==> src/sv/assert_macros.svh <==
// Assertion macros for the detector RTL, included by the sequencer (betd_ctrl).
`ifndef ASSERT_MACROS_SVH
`define ASSERT_MACROS_SVH
`ifndef SYNTH
// Checked only out of reset.
`define BETD_ASSERT(lbl, prop) \
  lbl: assert property (@(posedge clk) disable iff (!rst_n) prop) \
    else $error("betd assertion failed");
// Checked during reset as well.
`define BETD_ASSERT_RST(lbl, prop) \
  lbl: assert property (@(posedge clk) prop) \
    else $error("betd reset assertion failed");
`else
`define BETD_ASSERT(lbl, prop)
`define BETD_ASSERT_RST(lbl, prop)
`endif
`endif

==> src/sv/betd_pkg.sv <==
// Types, constants and control structs of the block energy transient detector.
`default_nettype none
package betd_pkg;

  localparam int SAMPLE_BITS = 16;
  localparam int BLOCK_MAX   = 64;

  localparam int CNT_W   = $clog2(BLOCK_MAX + 1);
  localparam int SQ_W    = 2 * SAMPLE_BITS - 1;
  localparam int SUM_W   = 2 * SAMPLE_BITS - 1 + $clog2(BLOCK_MAX);
  localparam int MEAN_W  = 31;
  localparam int DIV_STEPS = SUM_W;
  localparam int ITER_W  = $clog2(DIV_STEPS);

  localparam int CFG_IDX_W  = 2;
  localparam int CFG_DATA_W = 16;
  localparam int THR_W      = 16;
  localparam int SENS_W     = 9;
  localparam int COOL_W     = 16;

  localparam int THR_SQ_W = 2 * THR_W;
  localparam int RQ_W     = 11;
  localparam int RSQ_W    = 2 * RQ_W - 1;
  localparam int PROD_W   = RSQ_W + MEAN_W;
  localparam int MEAN_SH  = 16;

  localparam logic [THR_W-1:0]  THR_RESET  = 16'd3277;
  localparam logic [SENS_W-1:0] SENS_RESET = 9'd128;
  localparam logic [COOL_W-1:0] COOL_RESET = 16'd4410;
  localparam logic [SENS_W-1:0] SENS_ONE   = 9'd256;
  localparam logic [RQ_W-1:0]   R_BASE     = 11'd1152;

  typedef enum logic [CFG_IDX_W-1:0] {
    CFG_THRESHOLD = 2'd0,
    CFG_SENS      = 2'd1,
    CFG_COOLDOWN  = 2'd2
  } cfg_idx_t;

  typedef struct packed {
    logic signed [SAMPLE_BITS-1:0] sample;
    logic                          last_in_block;
  } in_t;

  typedef struct packed {
    logic              transient;
    logic [MEAN_W-1:0] block_mean_square;
    logic              cooling_down;
  } out_t;

  typedef struct packed {
    logic capture;
    logic add;
    logic div_step;
    logic mul1;
    logic mul2;
    logic finish;
  } cmd_t;

  typedef struct packed {
    logic blk_end;
    logic out_full;
  } sts_t;

endpackage
`default_nettype wire

==> src/sv/betd_ctrl.sv <==
// Sequencer: sample capture, accumulate, divide steps, multiplies and result write.
`default_nettype none
`include "assert_macros.svh"
module betd_ctrl (
  input  logic              clk,
  input  logic              rst_n,
  input  logic              in_valid,
  output logic              in_ready,
  output betd_pkg::cmd_t    cmd,
  input  betd_pkg::sts_t    sts
);

  typedef enum logic [5:0] {
    ST_IDLE = 6'b000001,
    ST_ADD  = 6'b000010,
    ST_DIV  = 6'b000100,
    ST_MUL1 = 6'b001000,
    ST_MUL2 = 6'b010000,
    ST_DONE = 6'b100000
  } state_t;

  localparam logic [betd_pkg::ITER_W-1:0] LAST_ITER =
    betd_pkg::ITER_W'(betd_pkg::DIV_STEPS - 1);

  state_t                         state_r, state_nxt;
  logic [betd_pkg::ITER_W-1:0]    iter_r, iter_nxt;

  assign in_ready = (state_r == ST_IDLE);

  always_comb begin
    state_nxt = state_r;
    iter_nxt  = iter_r;
    cmd       = '0;
    unique case (state_r)
      ST_IDLE: begin
        if (in_valid) begin
          cmd.capture = 1'b1;
          state_nxt   = ST_ADD;
        end
      end
      ST_ADD: begin
        cmd.add   = 1'b1;
        iter_nxt  = '0;
        state_nxt = sts.blk_end ? ST_DIV : ST_IDLE;
      end
      ST_DIV: begin
        cmd.div_step = 1'b1;
        iter_nxt     = iter_r + 1'b1;
        if (iter_r == LAST_ITER) state_nxt = ST_MUL1;
      end
      ST_MUL1: begin
        cmd.mul1  = 1'b1;
        state_nxt = ST_MUL2;
      end
      ST_MUL2: begin
        cmd.mul2  = 1'b1;
        state_nxt = ST_DONE;
      end
      ST_DONE: begin
        // hold until the output register is free
        if (!sts.out_full) begin
          cmd.finish = 1'b1;
          state_nxt  = ST_IDLE;
        end
      end
      default: state_nxt = ST_IDLE;
    endcase
  end

  always_ff @(posedge clk) begin
    if (!rst_n) begin
      state_r <= ST_IDLE;
      iter_r  <= '0;
    end else begin
      state_r <= state_nxt;
      iter_r  <= iter_nxt;
    end
  end

  `BETD_ASSERT(a_div_exit, (state_r == ST_DIV) && (iter_r == LAST_ITER) |=> (state_r == ST_MUL1))
  `BETD_ASSERT(a_iter_range, (state_r == ST_DIV) |-> (iter_r <= LAST_ITER))
  `BETD_ASSERT(a_finish_free, cmd.finish |-> !sts.out_full)
  `BETD_ASSERT(a_capture_add, cmd.capture |=> (state_r == ST_ADD))
  `BETD_ASSERT_RST(a_reset_idle, !rst_n |=> (state_r == ST_IDLE))

endmodule
`default_nettype wire

==> src/sv/betd_dp.sv <==
// Datapath: config registers, square accumulator, restoring divider, ratio test, output.
`default_nettype none
module betd_dp (
  input  logic                               clk,
  input  logic                               rst_n,
  input  logic                               cfg_we,
  input  logic [betd_pkg::CFG_IDX_W-1:0]     cfg_index,
  input  logic [betd_pkg::CFG_DATA_W-1:0]    cfg_wdata,
  input  betd_pkg::in_t                      in_data,
  output betd_pkg::out_t                     out_data,
  output logic                               out_valid,
  input  logic                               out_ready,
  input  betd_pkg::cmd_t                     cmd,
  output betd_pkg::sts_t                     sts
);

  localparam int CNT_W  = betd_pkg::CNT_W;
  localparam int SUM_W  = betd_pkg::SUM_W;
  localparam int MEAN_W = betd_pkg::MEAN_W;
  localparam int COOL_W = betd_pkg::COOL_W;
  localparam int PROD_W = betd_pkg::PROD_W;
  localparam int RQ_W   = betd_pkg::RQ_W;
  localparam int RSQ_W  = betd_pkg::RSQ_W;
  localparam int THR_SQ_W = betd_pkg::THR_SQ_W;

  // configuration
  logic [betd_pkg::THR_W-1:0]  thr_r;
  logic [betd_pkg::SENS_W-1:0] sens_r;
  logic [COOL_W-1:0]           cool_cfg_r;

  always_ff @(posedge clk) begin
    if (!rst_n) begin
      thr_r      <= betd_pkg::THR_RESET;
      sens_r     <= betd_pkg::SENS_RESET;
      cool_cfg_r <= betd_pkg::COOL_RESET;
    end else if (cfg_we) begin
      unique case (betd_pkg::cfg_idx_t'(cfg_index))
        betd_pkg::CFG_THRESHOLD: thr_r      <= cfg_wdata[betd_pkg::THR_W-1:0];
        betd_pkg::CFG_SENS:      sens_r     <= cfg_wdata[betd_pkg::SENS_W-1:0];
        betd_pkg::CFG_COOLDOWN:  cool_cfg_r <= cfg_wdata[COOL_W-1:0];
        default: ;
      endcase
    end
  end

  // squaring on capture, accumulation in the following cycle
  logic signed [2*betd_pkg::SAMPLE_BITS-1:0] sq_full;
  logic [betd_pkg::SQ_W-1:0] sq_r;
  logic                      last_r;
  logic [SUM_W-1:0]          sum_r, sum_add;
  logic [CNT_W-1:0]          cnt_r, cnt_inc;
  logic                      blk_end;

  assign sq_full = in_data.sample * in_data.sample;
  assign sum_add = sum_r + SUM_W'(sq_r);
  assign cnt_inc = cnt_r + CNT_W'(1);
  // a full block ends even without the mark
  assign blk_end = last_r || (cnt_inc >= CNT_W'(betd_pkg::BLOCK_MAX));

  // restoring divider, one quotient bit per beat of div_step
  logic [SUM_W-1:0] q_r, q_nxt;
  logic [CNT_W-1:0] rem_r, rem_nxt, dcnt_r;
  logic [CNT_W:0]   rem_sh, rem_sub;
  logic             div_ge;
  logic [MEAN_W-1:0] mean;

  assign rem_sh  = {rem_r, q_r[SUM_W-1]};
  assign div_ge  = rem_sh >= {1'b0, dcnt_r};
  assign rem_sub = rem_sh - {1'b0, dcnt_r};
  assign rem_nxt = div_ge ? rem_sub[CNT_W-1:0] : rem_sh[CNT_W-1:0];
  assign q_nxt   = {q_r[SUM_W-2:0], div_ge};
  assign mean    = q_r[MEAN_W-1:0];

  // ratio and threshold terms
  logic [betd_pkg::SENS_W-1:0] sens_sat;
  logic [RQ_W-1:0]             r_q8;
  logic [THR_SQ_W-1:0]         thr_sq_r, thr_sq_nxt;
  logic [RSQ_W-1:0]            r_sq_r, r_sq_nxt;
  logic [PROD_W-1:0]           prod_r, prod_nxt;
  logic [MEAN_W-1:0]           prev_r, floor_prev;

  assign sens_sat   = (sens_r > betd_pkg::SENS_ONE) ? betd_pkg::SENS_ONE : sens_r;
  assign r_q8       = betd_pkg::R_BASE - (RQ_W'({sens_sat, 1'b0}) + RQ_W'(sens_sat));
  assign thr_sq_nxt = THR_SQ_W'(thr_r) * THR_SQ_W'(thr_r);
  assign r_sq_nxt   = RSQ_W'(r_q8) * RSQ_W'(r_q8);
  assign floor_prev = (prev_r > MEAN_W'(1)) ? prev_r : MEAN_W'(1);
  assign prod_nxt   = PROD_W'(r_sq_r) * PROD_W'(floor_prev);

  // block-end decision
  logic [COOL_W-1:0] cool_r, cool_nxt;
  logic              cooling, hit;
  betd_pkg::out_t    out_r, out_nxt;
  logic              out_valid_r, out_valid_nxt;

  assign cooling = (cool_r != '0);
  assign hit = !cooling && (THR_SQ_W'(mean) > thr_sq_r)
               && (PROD_W'({mean, {betd_pkg::MEAN_SH{1'b0}}}) > prod_r);

  always_comb begin
    if (cooling) begin
      cool_nxt = (cool_r > COOL_W'(dcnt_r)) ? cool_r - COOL_W'(dcnt_r) : '0;
    end else if (hit) begin
      cool_nxt = cool_cfg_r;
    end else begin
      cool_nxt = cool_r;
    end
  end

  always_comb begin
    out_nxt.transient         = hit;
    out_nxt.block_mean_square = mean;
    out_nxt.cooling_down      = cooling;
  end

  always_comb begin
    if (cmd.finish) out_valid_nxt = 1'b1;
    else if (out_ready) out_valid_nxt = 1'b0;
    else out_valid_nxt = out_valid_r;
  end

  // payload registers
  always_ff @(posedge clk) begin
    if (cmd.capture) begin
      sq_r   <= sq_full[betd_pkg::SQ_W-1:0];
      last_r <= in_data.last_in_block;
    end
    if (cmd.add && blk_end) begin
      q_r    <= sum_add;
      rem_r  <= '0;
      dcnt_r <= cnt_inc;
    end
    if (cmd.div_step) begin
      q_r   <= q_nxt;
      rem_r <= rem_nxt;
    end
    if (cmd.mul1) begin
      thr_sq_r <= thr_sq_nxt;
      r_sq_r   <= r_sq_nxt;
    end
    if (cmd.mul2) prod_r <= prod_nxt;
    if (cmd.finish) out_r <= out_nxt;
  end

  // state registers
  always_ff @(posedge clk) begin
    if (!rst_n) begin
      sum_r       <= '0;
      cnt_r       <= '0;
      prev_r      <= '0;
      cool_r      <= '0;
      out_valid_r <= 1'b0;
    end else begin
      if (cmd.add) begin
        sum_r <= blk_end ? '0 : sum_add;
        cnt_r <= blk_end ? '0 : cnt_inc;
      end
      if (cmd.finish) begin
        prev_r <= mean;
        cool_r <= cool_nxt;
      end
      out_valid_r <= out_valid_nxt;
    end
  end

  assign out_data     = out_r;
  assign out_valid    = out_valid_r;
  assign sts.blk_end  = blk_end;
  assign sts.out_full = out_valid_r && !out_ready;

endmodule
`default_nettype wire

==> src/sv/block_energy_transient_detector_unit.sv <==
// A sample that does not end a block goes through capture and accumulate.
// A block-end sample goes through accumulate, 37 divider steps (one quotient
// bit each), two multiply steps and the decision; the result sits in an output register.
// The next sample is taken as soon as the decision is written, even if the result waits.
// Reset (rst_n low, synchronous) clears the accumulator, energy, cooldown and output
// valid, and loads the configuration defaults.
`default_nettype none
module block_energy_transient_detector_unit (
  input  logic                             clk,
  input  logic                             rst_n,
  input  logic                             cfg_we,
  input  logic [betd_pkg::CFG_IDX_W-1:0]   cfg_index,
  input  logic [betd_pkg::CFG_DATA_W-1:0]  cfg_wdata,
  input  logic                             in_valid,
  output logic                             in_ready,
  input  betd_pkg::in_t                    in_data,
  output logic                             out_valid,
  input  logic                             out_ready,
  output betd_pkg::out_t                   out_data
);

  betd_pkg::cmd_t cmd;
  betd_pkg::sts_t sts;

  betd_ctrl u_ctrl (
    .clk      (clk),
    .rst_n    (rst_n),
    .in_valid (in_valid),
    .in_ready (in_ready),
    .cmd      (cmd),
    .sts      (sts)
  );

  betd_dp u_dp (
    .clk       (clk),
    .rst_n     (rst_n),
    .cfg_we    (cfg_we),
    .cfg_index (cfg_index),
    .cfg_wdata (cfg_wdata),
    .in_data   (in_data),
    .out_data  (out_data),
    .out_valid (out_valid),
    .out_ready (out_ready),
    .cmd       (cmd),
    .sts       (sts)
  );

endmodule
`default_nettype wire

==> config.mk <==
export PLATFORM = sky130hd
export DESIGN_NAME = block_energy_transient_detector_unit
export DESIGN_NICKNAME = d
export VERILOG_FILES = /design/src/sv/betd_pkg.sv /design/src/sv/betd_ctrl.sv /design/src/sv/betd_dp.sv /design/src/sv/block_energy_transient_detector_unit.sv
export VERILOG_INCLUDE_DIRS = /design/src /design/src/sv
export SDC_FILE = /design/constraint.sdc
export NUM_CORES = 2
export LEC_CHECK = 0
export BUFFER_PORTS_ARGS = -buffer_cell sky130_fd_sc_hd__buf_4
export CAP_MARGIN = 20
export CORE_MARGIN = 10
export CORE_UTILIZATION = 67
export DETAILED_ROUTE_END_ITERATION = 7
export GPL_TIMING_DRIVEN = 0
export HOLD_SLACK_MARGIN = 0.03
export PLACE_DENSITY_LB_ADDON = 0.3
export SYNTH_ARGS = -nofsm -noshare
export SYNTH_HDL_FRONTEND = slang
export SYNTH_HIERARCHICAL = 1
export SYNTH_SLANG_ARGS = --single-unit
==> constraint.sdc <==
create_clock -name clk -period 9.9 [get_ports clk]
set_input_delay 0.495 -clock clk [delete_from_list [all_inputs] [get_ports clk]]
set_output_delay 0.495 -clock clk [all_outputs]
set_load 0.05 [all_outputs]
==> flow_summary_export.csv <==
group,metric,value,unit
run_status,status,"finished with violations",
run_status,violations,"DRC",
synth,synth_top_family_by_area,"adder cells",
synth,synth_fa_ha_area_frac,0.471,
critical_path,critPathTopFamily,"adder cells",
timing,worst_slack,0.599,ns
pwr,power_density,254,nW/um^2
global_routing,grt_pass1_wl,245000,um
critical_path,rr_startpoint,"u_dp/sens_r[8]",
timing,tns,0,ns
critical_path,endpoint_kind,"flip-flop",
critical_path,cpMaxStageDelayCell,"nor2b_1",
synth,synth-xor-area-share,0.0287,
critical_path,crit_path_max_incr_delay,0.57,ns
timing,worstMarginPinSlew,1.10,ns
synth,synthCells,6010,
synth,synth-async-reset-ratio,0,
global_routing,grtUsageMet3,0.0766,
routing,vias_per_cell,5.86,
synth,ys.flop_type,"edfxtp_1",
cells_and_area,multi_input_area,41400,um^2
cells_and_area,fill_cells,6215,
placed_design,dp_hpwl,124000,um
global_routing,track_usage,0.320,
global_routing,gr-usage-met1,0.400,
clocking,cts.reportedPaths.clkPinSlew,0.07,ns
timing,min_period,9.30,ns
synth,synth_commonest_cells,"inv_1 (1,310), fa_1 (1,011), nand2_1 (655)",
clocking,cts_tree,"yes",
timing,finClkSkew,0.0415,ns
pwr,power_switching,7.24,mW
synth,synth.largest_area_cell,"fa_1",
pwr,p_clk_frac,0.107,
clocking,root_buffer,"clkbuf_16",
cells_and_area,nets,7735,
synth,yosys.area.top_type_share,0.358,
clocking,cts.sinks,363,
synth,ys_types,90,
timing,fin_hold_ws,0.0892,ns
min_path,min_from,"in_data[0]",
timing,fin_crit_sh,0.939,
clocking,cts.path.max_buffers,3,
critical_path,reg2reg_depth,31,
floorplanning,initial_core_util,0.676,
synth,ys_seq_area_frac,0.167,
global_routing,grt_pass1_vias,46100,
pwr,p_leak,29.4,nW
routing,antenna_left,0,
pwr,ir_drop,1.41,mV
pwr,swShare,0.473,
clocking,post_cts_buffers,0,
min_path,hold_class,"in2reg",
critical_path,cp-start-kind,"flip-flop",
global_routing,grt.overflow.total,0,
min_path,min_path_cells,1,
timing,max_freq,108,MHz
routing,drc,1,
timing,finalHoldViolations,0,
critical_path,rr_endpoint,"u_dp/r_sq_r[20]",
cells_and_area,regArea,9450,um^2
critical_path,cp.required,10.21,ns
floorplanning,die_x,311,um
cells_and_area,fin_area,60300,um^2
critical_path,ff2ff_setup_slack,0.60,ns
synth,muxShareOfSynthArea,0.00932,
critical_path,crit_path_frequent_cell,"inv_1",
routing,first_iter_violations,3800,
placed_design,gp_congestion,0.995,
critical_path,path_class,"reg2reg",
synth,syn_area,56500,um^2
clocking,clock_latency,0.60,ns
timing,slew_viol_final,0,
critical_path,critPathBufInv,8,
routing,wire_per_inst,20.9,um
critical_path,crit_arrival,9.61,ns
cells_and_area,area_growth,6.63,%
clocking,numCtsBuffers,41,
placed_design,placed_area,58800,um^2
global_routing,met2_usage,0.514,
clocking,holdBufCountCts,0,
global_routing,grt_antenna_before_repair,5,
synth,yosysWarnings,6,
min_path,worstHoldEndpoint,"u_dp/last_r",
floorplanning,die_y,311,um
synth,yosys_register_bits,363,
global_routing,grt_max_degree,32,
routing,routed_wirelength,153000,um
pwr,power_frac_seq,0.156,
synth,synth_edf_count,218,
cells_and_area,drive_gt1_frac,0.0334,
clocking,htreeDepth,2,
run,drv_cap,0,
routing,vias,43000,
placed_design,io_buffers,74,
critical_path,cp_max_fo,10,
floorplanning,fp.coreArea,83700,um^2
pwr,power,15.3,mW
synth,synth-compound-area-share,0.0759,
pwr,internal-power,8.05,mW
placed_design,dp_slack,0.790,ns
synth,yosysMostFrequentCell,"inv_1",
synth,synth.avg_cell_area,9.41,um^2
timing,max_slew_margin,0.267,
floorplanning,ios,75,
timing,rsz0062_at_grt,"false",
clocking,cts.repair.resized,0,
synth,synth_area_leaders,"fa_1 (36%), edfxtp_1 (12%), ha_1 (11%)",
timing,setup_viol,0,
floorplanning,die_area,96400,um^2
global_routing,grt.busiest_layer,"met2",
routing,drt-pass1-iter-count,8,
synth,yosys.area_share.simple,0.144,
pwr,comb_power_share,0.736,
floorplanning,rows,106,
==> metal layers <==
metal / vias up / wire length, um / share of wire
met1: 21400 / 56200 / 0.37
met5: - / 13 / 0.000085
li1: 18900 / - / -
met2: 2225 / 71200 / 0.46
met4: 2 / 9260 / 0.060
met3: 537 / 16500 / 0.11
==> cell type report <==
type / count / share of cell area
diodes: 5 / 0.000208
flip-flops and latches: 363 / 0.157
clock inverters: 21 / 0.00454
multi-input cells: 4134 / 0.687
inverters: 1317 / 0.0820
repair buffers: 87 / 0.0119
clock buffers: 54 / 0.0197
well taps: 1134 / 0.0235
plain buffers: 227 / 0.0145
==> how the worst max path moves through the flow <==
stage                    start               to  slack (ns)  depth (start not counted)
6_report        u_dp/sens_r[8]  u_dp/r_sq_r[20]        0.60                         31
5_1_grt         u_dp/sens_r[8]  u_dp/r_sq_r[20]        0.16                         31
4_1_cts        u_dp/prev_r[16]  u_dp/prod_r[47]        0.70                         25
3_5_place_dp   u_dp/prev_r[16]  u_dp/prod_r[47]        0.79                         24
3_3_place_gp    u_dp/sens_r[8]  u_dp/r_sq_r[20]        0.90                         31
2_1_floorplan   u_dp/sens_r[8]  u_dp/r_sq_r[20]        2.41                         29
==> metrics by stage <==
step	cells	util
after CTS	7334	0.720
after floorplan	6041	-
final	7342	0.720
after global placement	7249	0.701
after detailed placement	7259	0.703
after global routing	7337	0.720
==> registers in the layout, indices dropped and copies added, names as in the netlist, 7 cells and up <==
name / count
u_dp/cnt_r: 7
u_dp/cool_r: 16
u_dp/prev_r: 31
u_dp/rem_r: 7
u_dp/dcnt_r: 7
u_dp/q_r: 37
u_dp/thr_sq_r: 31
u_dp/r_sq_r: 20
u_dp/out_data: 33
u_dp/sq_r: 30
u_dp/cool_cfg_r: 16
u_dp/sum_r: 37
u_dp/sens_r: 9
u_dp/thr_r: 16
u_dp/prod_r: 52
==> cell usage in the layout (no fill, tap or decap), drive strengths merged, types with 10 or more instances in the layout <==
master / synthesis / final
a31oi: 20 / 20
o211ai: 24 / 24
nand4: 29 / 29
o21a: 23 / 23
nor2: 256 / 256
mux2i: 47 / 47
xnor2: 126 / 126
a211oi: 27 / 27
o21bai: 29 / 29
or2: 12 / 12
or3: 19 / 19
clkbuf: 218 / 274
nand2: 655 / 655
ha: 513 / 513
xor2: 57 / 57
and3: 23 / 23
fa: 1011 / 1011
a21o: 93 / 93
dfxtp: 145 / 145
o21ai: 140 / 140
and2: 437 / 437
conb: 2 / 33
buf: 9 / 93
nor4: 19 / 19
nand3: 65 / 65
inv: 1313 / 1318
clkinv: 4 / 10
a21oi: 213 / 213
nor2b: 32 / 32
nor3: 40 / 40
nand2b: 43 / 43
edfxtp: 218 / 218
==> cells by family after synthesis <==
family / Yosys count
xor gates and xnor gates: 184
adders and majority gates: 1524
AOI/OAI and AO/OA: 670
buffers and inverters: 1544
muxes: 52
and+or+nand+nor: 1671
other: 2
DFF: 363
==> power groups by stage <==
| stage | registers [mW] | clock network [mW] | logic (mW) |
|---|---|---|---|
| 2_1_floorplan | 2.39 | 0 | 8.52 |
| 6_report | 2.39 | 1.64 | 11.3 |
| 3_5_place_dp | 2.42 | 0 | 11.1 |
| 5_1_grt | 2.40 | 1.71 | 12.8 |
| 4_1_cts | 2.39 | 1.66 | 11.2 |
| 3_3_place_gp | 2.42 | 0 | 10.7 |
Note: power is estimated with default switching activity, not from simulation.
